## src/lrsi_pkg.sv

```systemverilog
// Package for the slope-intercept line rasterizer.
// Holds the item structs, command codes and controller/datapath link types.
// No dependencies.
package lrsi_pkg;

   localparam int CoordBits = 12;

   localparam logic CMD_LOAD    = 1'b0;
   localparam logic CMD_ADVANCE = 1'b1;

   typedef struct packed {
      logic                 cmd;
      logic [CoordBits-1:0] start_x;
      logic [CoordBits-1:0] start_y;
      logic [CoordBits-1:0] end_x;
      logic [CoordBits-1:0] end_y;
   } req_item_type;

   typedef struct packed {
      logic [CoordBits-1:0] pixel_x;
      logic [CoordBits-1:0] pixel_y;
      logic                 last_pixel;
   } rsp_item_type;

   typedef struct packed {
      logic load;
      logic emit;
   } ctl_cmd_type;

   typedef struct packed {
      logic last;
   } dp_status_type;

endpackage

```

## src/lrsi_ctrl.sv

```systemverilog
// Controller for the line rasterizer: line state, handshakes, output valid.
// Depends on lrsi_pkg; drives lrsi_datapath through ctl_cmd_type.
module lrsi_ctrl
   import lrsi_pkg::*;
(
   input  logic          clock,
   input  logic          reset,
   input  logic          req_valid,
   input  logic          req_cmd,
   output logic          req_stall,
   output logic          rsp_valid,
   input  logic          rsp_stall,
   output ctl_cmd_type   ctl_cmd,
   input  dp_status_type dp_status
);

   localparam logic ST_IDLE   = 1'b0;
   localparam logic ST_ACTIVE = 1'b1;

   logic state_ff, state_in;
   logic rsp_valid_ff, rsp_valid_in;
   logic accept;

   assign req_stall = rsp_valid_ff & rsp_stall;
   assign accept    = req_valid & ~req_stall;
   assign rsp_valid = rsp_valid_ff;

   always_comb begin
      ctl_cmd      = '0;
      state_in     = state_ff;
      rsp_valid_in = rsp_valid_ff & rsp_stall;
      if (accept) begin
         if (req_cmd == CMD_LOAD) begin
            ctl_cmd.load = 1'b1;
            state_in     = ST_ACTIVE;
         end else begin
            unique case (state_ff)
               ST_ACTIVE: begin
                  ctl_cmd.emit = 1'b1;
                  rsp_valid_in = 1'b1;
                  if (dp_status.last) begin
                     state_in = ST_IDLE;
                  end
               end
               default: begin
                  state_in = ST_IDLE;
               end
            endcase
         end
      end
   end

   always_ff @(posedge clock) begin
      if (reset) begin
         state_ff     <= ST_IDLE;
         rsp_valid_ff <= 1'b0;
      end else begin
         state_ff     <= state_in;
         rsp_valid_ff <= rsp_valid_in;
      end
   end

endmodule

```

## src/lrsi_datapath.sv

```systemverilog
// Datapath for the line rasterizer: endpoint setup, error-term stepping, pixel register.
// Depends on lrsi_pkg; commanded by lrsi_ctrl.
module lrsi_datapath
   import lrsi_pkg::*;
(
   input  logic          clock,
   input  req_item_type  req_item,
   input  ctl_cmd_type   ctl_cmd,
   output dp_status_type dp_status,
   output rsp_item_type  rsp_item
);

   localparam int C = CoordBits;

   logic                y_major_ff, y_major_in;
   logic [C-1:0]        major_pos_ff, major_pos_in;
   logic [C-1:0]        major_stop_ff, major_stop_in;
   logic [C-1:0]        major_delta_ff, major_delta_in;
   logic [C-1:0]        minor_pos_ff, minor_pos_in;
   logic signed [C:0]   minor_delta_ff, minor_delta_in;
   logic [C:0]          rem_ff, rem_in;
   rsp_item_type        rsp_ff, rsp_in;

   logic signed [C:0]   dx, dy, adx_w, ady_w, md_new;
   logic [C-1:0]        adx, ady;
   logic                y_major_new, swap;
   logic [C-1:0]        ma0, ma1, mi0, mi1;
   logic [C-1:0]        lo_ma, hi_ma, lo_mi, hi_mi;
   logic signed [C+2:0] r_sum, two_d;
   logic                last;

   assign last           = (major_pos_ff == major_stop_ff);
   assign dp_status.last = last;
   assign rsp_item       = rsp_ff;

   always_comb begin
      dx    = $signed({1'b0, req_item.end_x}) - $signed({1'b0, req_item.start_x});
      dy    = $signed({1'b0, req_item.end_y}) - $signed({1'b0, req_item.start_y});
      adx_w = dx[C] ? -dx : dx;
      ady_w = dy[C] ? -dy : dy;
      adx   = adx_w[C-1:0];
      ady   = ady_w[C-1:0];
      y_major_new = (ady > adx) || (dx == '0);
      if (y_major_new) begin
         ma0 = req_item.start_y;
         ma1 = req_item.end_y;
         mi0 = req_item.start_x;
         mi1 = req_item.end_x;
      end else begin
         ma0 = req_item.start_x;
         ma1 = req_item.end_x;
         mi0 = req_item.start_y;
         mi1 = req_item.end_y;
      end
      swap  = ma0 > ma1;
      lo_ma = swap ? ma1 : ma0;
      hi_ma = swap ? ma0 : ma1;
      lo_mi = swap ? mi1 : mi0;
      hi_mi = swap ? mi0 : mi1;
      md_new = $signed({1'b0, hi_mi}) - $signed({1'b0, lo_mi});
   end

   always_comb begin
      y_major_in     = y_major_ff;
      major_pos_in   = major_pos_ff;
      major_stop_in  = major_stop_ff;
      major_delta_in = major_delta_ff;
      minor_pos_in   = minor_pos_ff;
      minor_delta_in = minor_delta_ff;
      rem_in         = rem_ff;
      rsp_in         = rsp_ff;
      r_sum = $signed({2'b00, rem_ff}) + $signed({minor_delta_ff[C], minor_delta_ff, 1'b0});
      two_d = $signed({2'b00, major_delta_ff, 1'b0});
      if (ctl_cmd.load) begin
         y_major_in     = y_major_new;
         major_pos_in   = lo_ma;
         major_stop_in  = hi_ma;
         major_delta_in = hi_ma - lo_ma;
         minor_pos_in   = lo_mi;
         minor_delta_in = md_new;
         rem_in         = {1'b0, hi_ma - lo_ma};
      end else if (ctl_cmd.emit) begin
         rsp_in.pixel_x    = y_major_ff ? minor_pos_ff : major_pos_ff;
         rsp_in.pixel_y    = y_major_ff ? major_pos_ff : minor_pos_ff;
         rsp_in.last_pixel = last;
         major_pos_in      = major_pos_ff + 1'b1;
         priority if (r_sum >= two_d) begin
            rem_in       = (C+1)'(r_sum - two_d);
            minor_pos_in = minor_pos_ff + 1'b1;
         end else if (r_sum < 0) begin
            rem_in       = (C+1)'(r_sum + two_d);
            minor_pos_in = minor_pos_ff - 1'b1;
         end else begin
            rem_in = (C+1)'(r_sum);
         end
      end
   end

   always_ff @(posedge clock) begin
      y_major_ff     <= y_major_in;
      major_pos_ff   <= major_pos_in;
      major_stop_ff  <= major_stop_in;
      major_delta_ff <= major_delta_in;
      minor_pos_ff   <= minor_pos_in;
      minor_delta_ff <= minor_delta_in;
      rem_ff         <= rem_in;
      rsp_ff         <= rsp_in;
   end

endmodule

```

## src/line_rasterizer_slope_intercept_top.sv

```systemverilog
// Slope-intercept line rasterizer, top level.
// Takes one item per cycle while req_stall is low; a pixel appears on rsp in the cycle after its advance item.
// An error term steps the minor axis.
// Reset (synchronous) drops any line in progress and clears the pending pixel.
// Depends on lrsi_pkg, lrsi_ctrl and lrsi_datapath.
module line_rasterizer_slope_intercept_top
   import lrsi_pkg::*;
(
   input  logic         clock,
   input  logic         reset,
   input  logic         req_valid,
   output logic         req_stall,
   input  req_item_type req_item,
   output logic         rsp_valid,
   input  logic         rsp_stall,
   output rsp_item_type rsp_item
);

   ctl_cmd_type   ctl_cmd;
   dp_status_type dp_status;

   lrsi_ctrl u_ctrl (
      .clock     (clock),
      .reset     (reset),
      .req_valid (req_valid),
      .req_cmd   (req_item.cmd),
      .req_stall (req_stall),
      .rsp_valid (rsp_valid),
      .rsp_stall (rsp_stall),
      .ctl_cmd   (ctl_cmd),
      .dp_status (dp_status)
   );

   lrsi_datapath u_datapath (
      .clock     (clock),
      .req_item  (req_item),
      .ctl_cmd   (ctl_cmd),
      .dp_status (dp_status),
      .rsp_item  (rsp_item)
   );

endmodule
```

## config.mk

```make
export PLATFORM = sky130hd
export DESIGN_NAME = line_rasterizer_slope_intercept_top
export DESIGN_NICKNAME = d
export VERILOG_FILES = /design/src/lrsi_pkg.sv /design/src/lrsi_ctrl.sv /design/src/lrsi_datapath.sv /design/src/line_rasterizer_slope_intercept_top.sv
export SDC_FILE = /design/constraint.sdc
export NUM_CORES = 1
export LEC_CHECK = 0
export BUFFER_PORTS_ARGS = -buffer_cell sky130_fd_sc_hd__buf_2
export CAP_MARGIN = 20
export CORE_UTILIZATION = 65
export DETAILED_ROUTE_END_ITERATION = 8
export MAX_ROUTING_LAYER = met4
export PLACE_DENSITY = 0.91
export SKIP_LAST_GASP = 1
export SLEW_MARGIN = 20
export SYNTH_ARGS = -nofsm -noshare
export SYNTH_HDL_FRONTEND = slang
export SYNTH_SLANG_ARGS = --single-unit
```

## constraint.sdc

```tcl
create_clock -name clock -period 23.1 [get_ports clock]
set_input_delay 6.93 -clock clock [delete_from_list [all_inputs] [get_ports clock]]
set_output_delay 6.93 -clock clock [all_outputs]
set_load 0.02 [all_outputs]
```

* Yosys cells after proc, flatten, opt, wreduce, memory -nomap -nowiden *
Cells that the tools add are included.

word-level totals
  input port bits = 53
  RAM bits = 0
  output and inout bits = 27
  memory bits (read-only) = 0
  bits in latches = 0
  logic and storage cells = 72
  bits in registers = 102
  memories = 0

cells by class
  bitwise logic cells = 4
  order comparisons = 4
  multiplexer cells = 32
  multipliers = 0
  equal/unequal tests = 1
  add/subtract/negate cells = 12
  reduce and logical (&&, ||, !) cells = 6
  div/mod/pow operators = 0
  shift-type cells = 0

operator list
  kind                                                          count
  2-to-1 mux 12 bit                                             20
  subtractor 12 x 12 -> 13 bit                                  3
  2-to-1 mux 13 bit                                             2
  adder 12 x 1 -> 12 bit (second input constant)                2
  > comparator 12 bit                                           2
  negation 12 bit                                               2
  adder 14 x 14 -> 15 bit                                       1
  >= comparator 15 x 14 -> 1 bit                                1
  less-than comparator 15 x 1 -> 1 bit (second input constant)  1
  adder 13 bit                                                  1
  logical NOT 13 bit                                            1
  subtractor 13 bit                                             1
  equality test 12 bit                                          1
  subtractor 12 x 1 -> 12 bit (second input constant)           1
  subtractor 12 bit                                             1
  2-to-1 mux 1 bit                                              9
  AND reduction 2 bit                                           2
  nonzero test 3 bit                                            1
  bitwise AND 1 bit                                             2
  2-to-1 mux 2 bit                                              1
  NOT 1 bit                                                     2
  nonzero test 2 bit                                            1
  logical OR 1 bit                                              1

* Logic depth before layout (Yosys ltp) *
Gate-level depths: netlist (run 1).

  depth after elaboration = 10
  depth in mapped cells = 58
  gate-level depth less buffers = 52

* Hierarchy *
From an unflattened synthesis (run 1), not the netlist that was laid out.

second synthesis, totals
  cells, all modules = 1,345
  area, all modules = 11,275.8 sq um

by module, submodules not included
  module         area each (sq um)  seq. area each (sq um)  cells each  instances
  lrsi_datapath  11,172.0           2,992.9                 1,332       1
  lrsi_ctrl      103.8              40.0                    13          1

* Worst setup path before layout (run 1) *
Ideal clock, no wire load.

  kind = input -> register
  from = input req_item[0] (netlist bit)
  to = register u_datapath.minor_delta_ff[11], data pin
  slack = 6,892 ps
  cell stages on the path = 51
  required time = 22,842 ps
  setup time = 258 ps
  buffers on the path = 5
  data arrival time = 15,951 ps
  cells stage by stage = inv_1 > ha_1 > inv_1 > fa_1 > a21o_1 > a21oi_1 > o21bai_1 > a21oi_1 > o21bai_1 > a21oi_1 > o21bai_1 > a21oi_1 > o21bai_1 > a21oi_1 > o21ai_0 > xor2_1 > ha_1 > and3_1 > [... 15 more ...] > or3_4 > a21oi_2 > clkbuf_1 > clkbuf_1 > nand2_1 > a31oi_1 > ha_1 > a21o_1 > a21o_1 > a21oi_1 > o21bai_1 > a21oi_1 > o21bai_1 > a21oi_1 > o21bai_1 > a21o_1 > a21oi_1 > xnor2_1

between the ends
  cells in the longest elaborated chain, start to end = 9
  elaborated cells on any way between the ends = 13
  classes of those cells = 3 x add/sub; 2 x order compare; 7 x mux; 1 x reduce/logical

ends and longest elaborated chain
  element                                      line                                       source
  start: declaration                           line_rasterizer_slope_intercept_top.sv:13  input req_item_type req_item,
  subtractor 12 x 12 -> 13 bit                 lrsi_datapath.sv:38                        dy = $signed({1'b0, req_item.end_y}) - $signed({1'b0, req_item.start_y});
  negation 12 bit                              lrsi_datapath.sv:40                        ady_w = dy[C] ? -dy : dy;
  2-to-1 mux 12 bit                            lrsi_datapath.sv:40
  > comparator 12 bit                          lrsi_datapath.sv:43                        y_major_new = (ady > adx) || (dx == '0);
  logical OR 1 bit                             lrsi_datapath.sv:43
  2-to-1 mux 12 bit                            lrsi_datapath.sv:44                        if (y_major_new) begin
  > comparator 12 bit                          lrsi_datapath.sv:55                        swap = ma0 > ma1;
  2-to-1 mux 12 bit, on equally long branches  lrsi_datapath.sv:59, lrsi_datapath.sv:58
  subtractor 12 x 12 -> 13 bit *               lrsi_datapath.sv:60                        md_new = $signed({1'b0, hi_mi}) - $signed({1'b0, lo_mi});
  net u_datapath.md_new[11]                    lrsi_datapath.sv:24                        logic signed [C:0] dx, dy, adx_w, ady_w, md_new;
  end signal: assignment                       lrsi_datapath.sv:105                       minor_delta_ff <= minor_delta_in;
  end: declaration                             lrsi_datapath.sv:20                        logic signed [C:0] minor_delta_ff, minor_delta_in;

Mark *: on every way through the listed nets, which the timed path passes. The rest lies on a longest branch.
A chain may end at the register's enable or synchronous reset.

* Worst setup path after layout (run 1) *
  from = input req_item[0] (netlist bit)
  to = register u_datapath.minor_delta_ff[12], data pin

Same word-level chain as after synthesis.

==> results.toml, run 1 <==
[run_status]
run_status = "completed"

[layout]
drive_gt1_share_pct = 12.9
layout-area-overhead-vs-synth_pct = 8.54
fin_nets = 1458
final_cell_mix = "a21oi_1, nand2_1, ha_1"
layout.cells.most_common = "a21oi_1"
layout.cells.non_filler = 1513
fill_cells = 1183

[critical_path]
cp-startpoint = "req_item[0]"
path_max_fanout = 67
cp_data_arrival_time_ns = 17.43
start_kind = "input port"
rr_startpoint = "u_datapath.minor_delta_ff[1]"
regToRegSetupSlack_ns = 15.05
crit_path_frequent_cell = "a21oi_1"
path_delay_family = "compound AO/OA/AOI/OAI gates"
cp.depth = 50
ff2ff_path_depth = 35
cp_slowest_cell = "a31oi_1"
required_ns = 23.31
path_class = "input port to register"
endpoint_kind = "register"
critPathMaxStageDelay_ns = 0.66
cp_num_buf_inv = 7

[clock_network]
post_cts_resized = 0
clk_path_buf_depth = 2
clockRootBuffer = "clkbuf_16"
numClockSinks = 102
hold_buffers = 0
clock_latency_ns = 0.36
cts_setup_buffers = 0
path_clk_slew_ns = 0.07
cts_tree = "built"
cts-buffers-inserted = 9
cts_max_level = 3

[grt]
grt_remaining_overflow = 0
grt_usage_pct = 35.3
grt_pass1_vias = 8647
grt_pass1_wl_um = 44600
grt_max_degree = 76
antenna_found_initial = 2

[run]
timing.max_cap.violations = 0

[floorplan]
ios = 80
rows = 46
fp.dieH_um = 130
core-area_mm2 = 0.0160
dieArea_mm2 = 0.0170
initial_core_util_pct = 67.0
fp.dieW_um = 130

[placement]
dpl.hpwl_um = 22500
place_inst = 1495
portBuffers = 79
routabilityCongestion = 1.02

[sta]
slew_headroom_pct = 34.3
final_max_slew_viol_count = 0
rsz0062_at_grt = "no"
fin_skew_ns = 0.0107
period_needed_ns = 17.21
max_freq_mhz = 58.1
tightest_slew_ns = 0.985
setup_viol = 0
finalSetupTns_ns = 0
period_share_pct = 74.5
finalHoldViolations = 0

[yosys]
yosysWarnings = 0
seq_area_frac_synth_pct = 28.3
synthArstFlopShare_pct = 0
netlist_area_mm2 = 0.0107
synth_ff_type = "edfxtp_1"
yosysUniqueCellTypes = 80
synthCells = 1238
ys_ff_latch = 102
avgSynthCellArea_um2 = 8.66
synth_nets = 1406
synth_edf_count = 99

[drt]
vias = 9639
viasPerCell = 6.37
wl_per_cell_um = 18.7
drt_iter0_drc = 1073
drc = 0
wirelength_um = 28300
firstDrtPassIters = 6
ant_nets = 0

[min_path]
hold_class = "register to register"
holdCritStartpoint = "u_ctrl.state_ff"
hold_depth = 2
==> synthesized netlist by cell type (17+ instances only) <==
master / n / area (um2)
ha_1: 108 / 1350
mux2i_1: 25 / 250
edfxtp_1: 99 / 2970
xnor2_1: 78 / 683
inv_1: 106 / 398
clkbuf_1: 38 / 143
nor2_1: 95 / 357
o211ai_1: 27 / 203
o21bai_1: 30 / 225
nor3_1: 22 / 110
a31oi_1: 25 / 156
a211oi_1: 22 / 165
mux2_2: 24 / 270
a21oi_1: 125 / 626
nand3_1: 17 / 85.1
a21o_1: 35 / 263
o21ai_0: 64 / 320
nand2_1: 108 / 405
xor2_1: 32 / 280
==> tightest hold or removal path: cells and delay by family, from the launching register on <==
family	cells	cell delay, ns
DFF	1	0.33
AOI/OAI and AO/OA	2	0.12
==> worst paths after layout <==
check / end
max: u_datapath.minor_delta_ff[12]
max reg2reg: u_datapath.minor_pos_ff[11]
min reg2reg: u_ctrl.state_ff
min: u_ctrl.state_ff
==> routing by layer <==
layer / vias to the layer above / part of all wire (%) / track usage [%] / wire length [um]
li1: 4602 / - / - / -
met1: 4458 / 41 / 45.2 / 11600
met2: 495 / 47 / 56.4 / 13400
met3: 84 / 8.8 / 5.86 / 2480
met4: 0 / 3.1 / 12.6 / 874
met5: - / 0 / - / 0
==> layout make-up <==
| class | count | area (um2) | area share, % |
|---|---|---|---|
| Tap cell | 216 | 270 | 2.32 |
| Timing Repair Buffer | 88 | 463 | 3.98 |
| Antenna cell | 2 | 5.00 | 0.0430 |
| Clock inverter | 6 | 90.1 | 0.774 |
| Multi-Input combinational cell | 982 | 7150 | 61.4 |
| Clock buffer | 10 | 229 | 1.97 |
| Sequential cell | 102 | 3030 | 26.1 |
| Inverter | 107 | 402 | 3.45 |
==> per-stage QoR <==
step | setup slack [ns] | area (um2) | hold WS (ns) | util [%]
finish | 5.89 | 11600 | 0.492 | 72.7
global placement | 6.12 | 11300 | 0.481 | 70.7
floorplan | 6.89 | 10700 | 0.450 | -
CTS | 6.07 | 11600 | 0.492 | 72.6
global route | 4.95 | 11600 | 0.542 | 72.7
detailed placement | 5.69 | 11300 | 0.473 | 70.7
==> state kept, by name, indices dropped and copies added (netlist names) <==
name                       count
u_ctrl.rsp_valid               1
u_datapath.y_major_ff          1
u_datapath.major_delta_ff     12
u_datapath.rsp_item           25
u_datapath.major_pos_ff       12
u_datapath.minor_pos_ff       12
u_datapath.major_stop_ff      12
u_ctrl.state_ff                1
u_datapath.rem_ff             13
u_datapath.minor_delta_ff     13
==> cells by family after synthesis <==
family	synth area share, %
flip-flops	28.3
AO/OA/AOI/OAI	23.7
multiplexers	5.12
AND/OR/NAND/NOR	13.9
adder cells (fa/ha/maj)	14.3
buffers and inverters	5.51
XOR/XNOR	9.14
Power of run 1 is left out: the tool's default activity adds up to more than one toggle a clock period on the data nets, which glitch-free logic cannot reach.
==> inputs of run 2 (changes only) <==
--- a/config.mk
+++ b/config.mk
@@ -7,10 +7,10 @@
 export LEC_CHECK = 0
 export BUFFER_PORTS_ARGS = -buffer_cell sky130_fd_sc_hd__buf_2
 export CAP_MARGIN = 20
-export CORE_UTILIZATION = 65
+export CORE_UTILIZATION = 63
 export DETAILED_ROUTE_END_ITERATION = 8
 export MAX_ROUTING_LAYER = met4
-export PLACE_DENSITY = 0.91
+export PLACE_DENSITY = 0.89
 export SKIP_LAST_GASP = 1
 export SLEW_MARGIN = 20
 export SYNTH_ARGS = -nofsm -noshare
==> constraint.sdc (replaced) <==
create_clock -name clock -period 18.05 [get_ports clock]
set_input_delay 5.415 -clock clock [delete_from_list [all_inputs] [get_ports clock]]
set_output_delay 5.415 -clock clock [all_outputs]
set_load 0.02 [all_outputs]
==> results.toml, run 2 (synthesized netlist as in run 1, its figures left out) <==
[drt]
drt_iter0_drc = 1132
drc = 0
wirelength_um = 29800
wirelength_met1_um = 12100
firstDrtPassIters = 6
wl_met3_um = 2710
vias = 9817
wl_per_cell_um = 19.7
top_layer = "met4"
viasPerCell = 6.48
ant_nets = 0
met2_length_um = 14000

[sta]
finalSetupTns_ns = 0
period_needed_ns = 15.42
final_max_slew_viol_count = 0
max_freq_mhz = 64.9
setup_viol = 0
period_share_pct = 85.4
slew_headroom_pct = 33.8
tightest_slew_ns = 0.993
fin_skew_ns = 0.0123
worst_slack_ns = 2.63
rsz0062_at_grt = "no"
finalHoldViolations = 0

[layout]
fill_cells = 1281
fin_nets = 1458
largest_reg_flops = 25
final_area_mm2 = 0.0116
final_util_pct = 70.1
layout-area-overhead-vs-synth_pct = 8.46
final_cell_mix = "a21oi_1, nand2_1, ha_1"
drive_gt1_share_pct = 13.0
layout.cells.most_common = "a21oi_1"

[floorplan]
fp.dieW_um = 132
rows = 47
core-area_mm2 = 0.0166
ios = 80
dieArea_mm2 = 0.0175
initial_core_util_pct = 64.7
fp.dieH_um = 132

[grt]
grt_max_degree = 84
antenna_found_initial = 1
grt_pass1_vias = 9073
grt_remaining_overflow = 0
grt_pass1_wl_um = 47200
grt_usage_pct = 35.1

[clock_network]
clk_path_buf_depth = 2
cts-buffers-inserted = 9
post_cts_resized = 0
cts_setup_buffers = 0
cts_max_level = 3
hold_buffers = 0
clock_latency_ns = 0.35
cts_tree = "built"
clockRootBuffer = "clkbuf_16"
path_clk_slew_ns = 0.07
numClockSinks = 102

[critical_path]
endpoint_kind = "register"
critPathMaxStageDelay_ns = 0.49
path_max_fanout = 55
cp_slowest_cell = "buf_4"
crit_path_frequent_cell = "a21oi_1"
required_ns = 18.24
start_kind = "input port"
path_class = "input port to register"
cp_data_arrival_time_ns = 15.61
regToRegSetupSlack_ns = 9.89

[run]
timing.max_cap.violations = 0

[min_path]
hold_class = "register to register"

[placement]
dpl.hpwl_um = 23000
routabilityCongestion = 1.07
preCtsSetupSlack_ns = 2.42
place_area_mm2 = 0.0113
portBuffers = 79

[run_status]
run_status = "completed"
-- run 2: cell types whose count changed in the layout (fill, tap and decap cells not counted) --
| cell | previous run | this run |
|---|---|---|
| clkbuf_8 | 0 | 1 |
| clkinv_1 | 1 | 0 |
| bufinv_16 | 2 | 1 |
| inv_6 | 3 | 1 |
| clkinvlp_4 | 0 | 2 |
| inv_8 | 0 | 1 |
| diode_2 | 2 | 1 |
-- run 2: final timing paths --
path / from / end / cells past startpoint
max: req_item[0] / u_datapath.minor_delta_ff[12] / 52
min: u_datapath.rem_ff[12] / u_datapath.rem_ff[12] / 2
max reg2reg: u_datapath.minor_delta_ff[1] / u_datapath.minor_pos_ff[11] / 35
min reg2reg: u_datapath.rem_ff[12] / u_datapath.rem_ff[12] / 2
-- run 2: stage by stage --
| stage | instances | hold WS [ns] |
|---|---|---|
| global placement | 1499 | 0.468 |
| finish | 1516 | 0.514 |
| floorplan | 1238 | 0.450 |
| global route | 1516 | 0.553 |
| detailed placement | 1499 | 0.488 |
| CTS | 1515 | 0.511 |
-- run 2: final cells by class --
type | count | area, um2 | area share (%)
Multi-Input combinational cell | 982 | 7150 | 61.4
Clock inverter | 5 | 65.1 | 0.559
Timing Repair Buffer | 88 | 463 | 3.98
Inverter | 107 | 402 | 3.45
Clock buffer | 11 | 243 | 2.09
Tap cell | 220 | 275 | 2.37
Antenna cell | 1 | 2.50 | 0.0215
Sequential cell | 102 | 3030 | 26.1
-- run 2: routing by layer --
| metal | vias to the layer above | track usage (%) |
|---|---|---|
| met5 | - | - |
| met4 | 0 | 12.3 |
| met3 | 77 | 3.64 |
| met2 | 581 | 57.1 |
| met1 | 4563 | 45.6 |
| li1 | 4596 | - |
-- run 2: critical path: cells and delay by family --
| kind | cells | cell delay [ns] |
|---|---|---|
| AO/OA/AOI/OAI | 26 | 4.32 |
| buffers and inverters | 9 | 1.96 |
| AND/OR/NAND/NOR | 10 | 1.86 |
| adder cells (fa/ha/maj) | 6 | 1.85 |
| XOR/XNOR | 1 | 0.17 |
Power of run 2 is left out for the same reason.
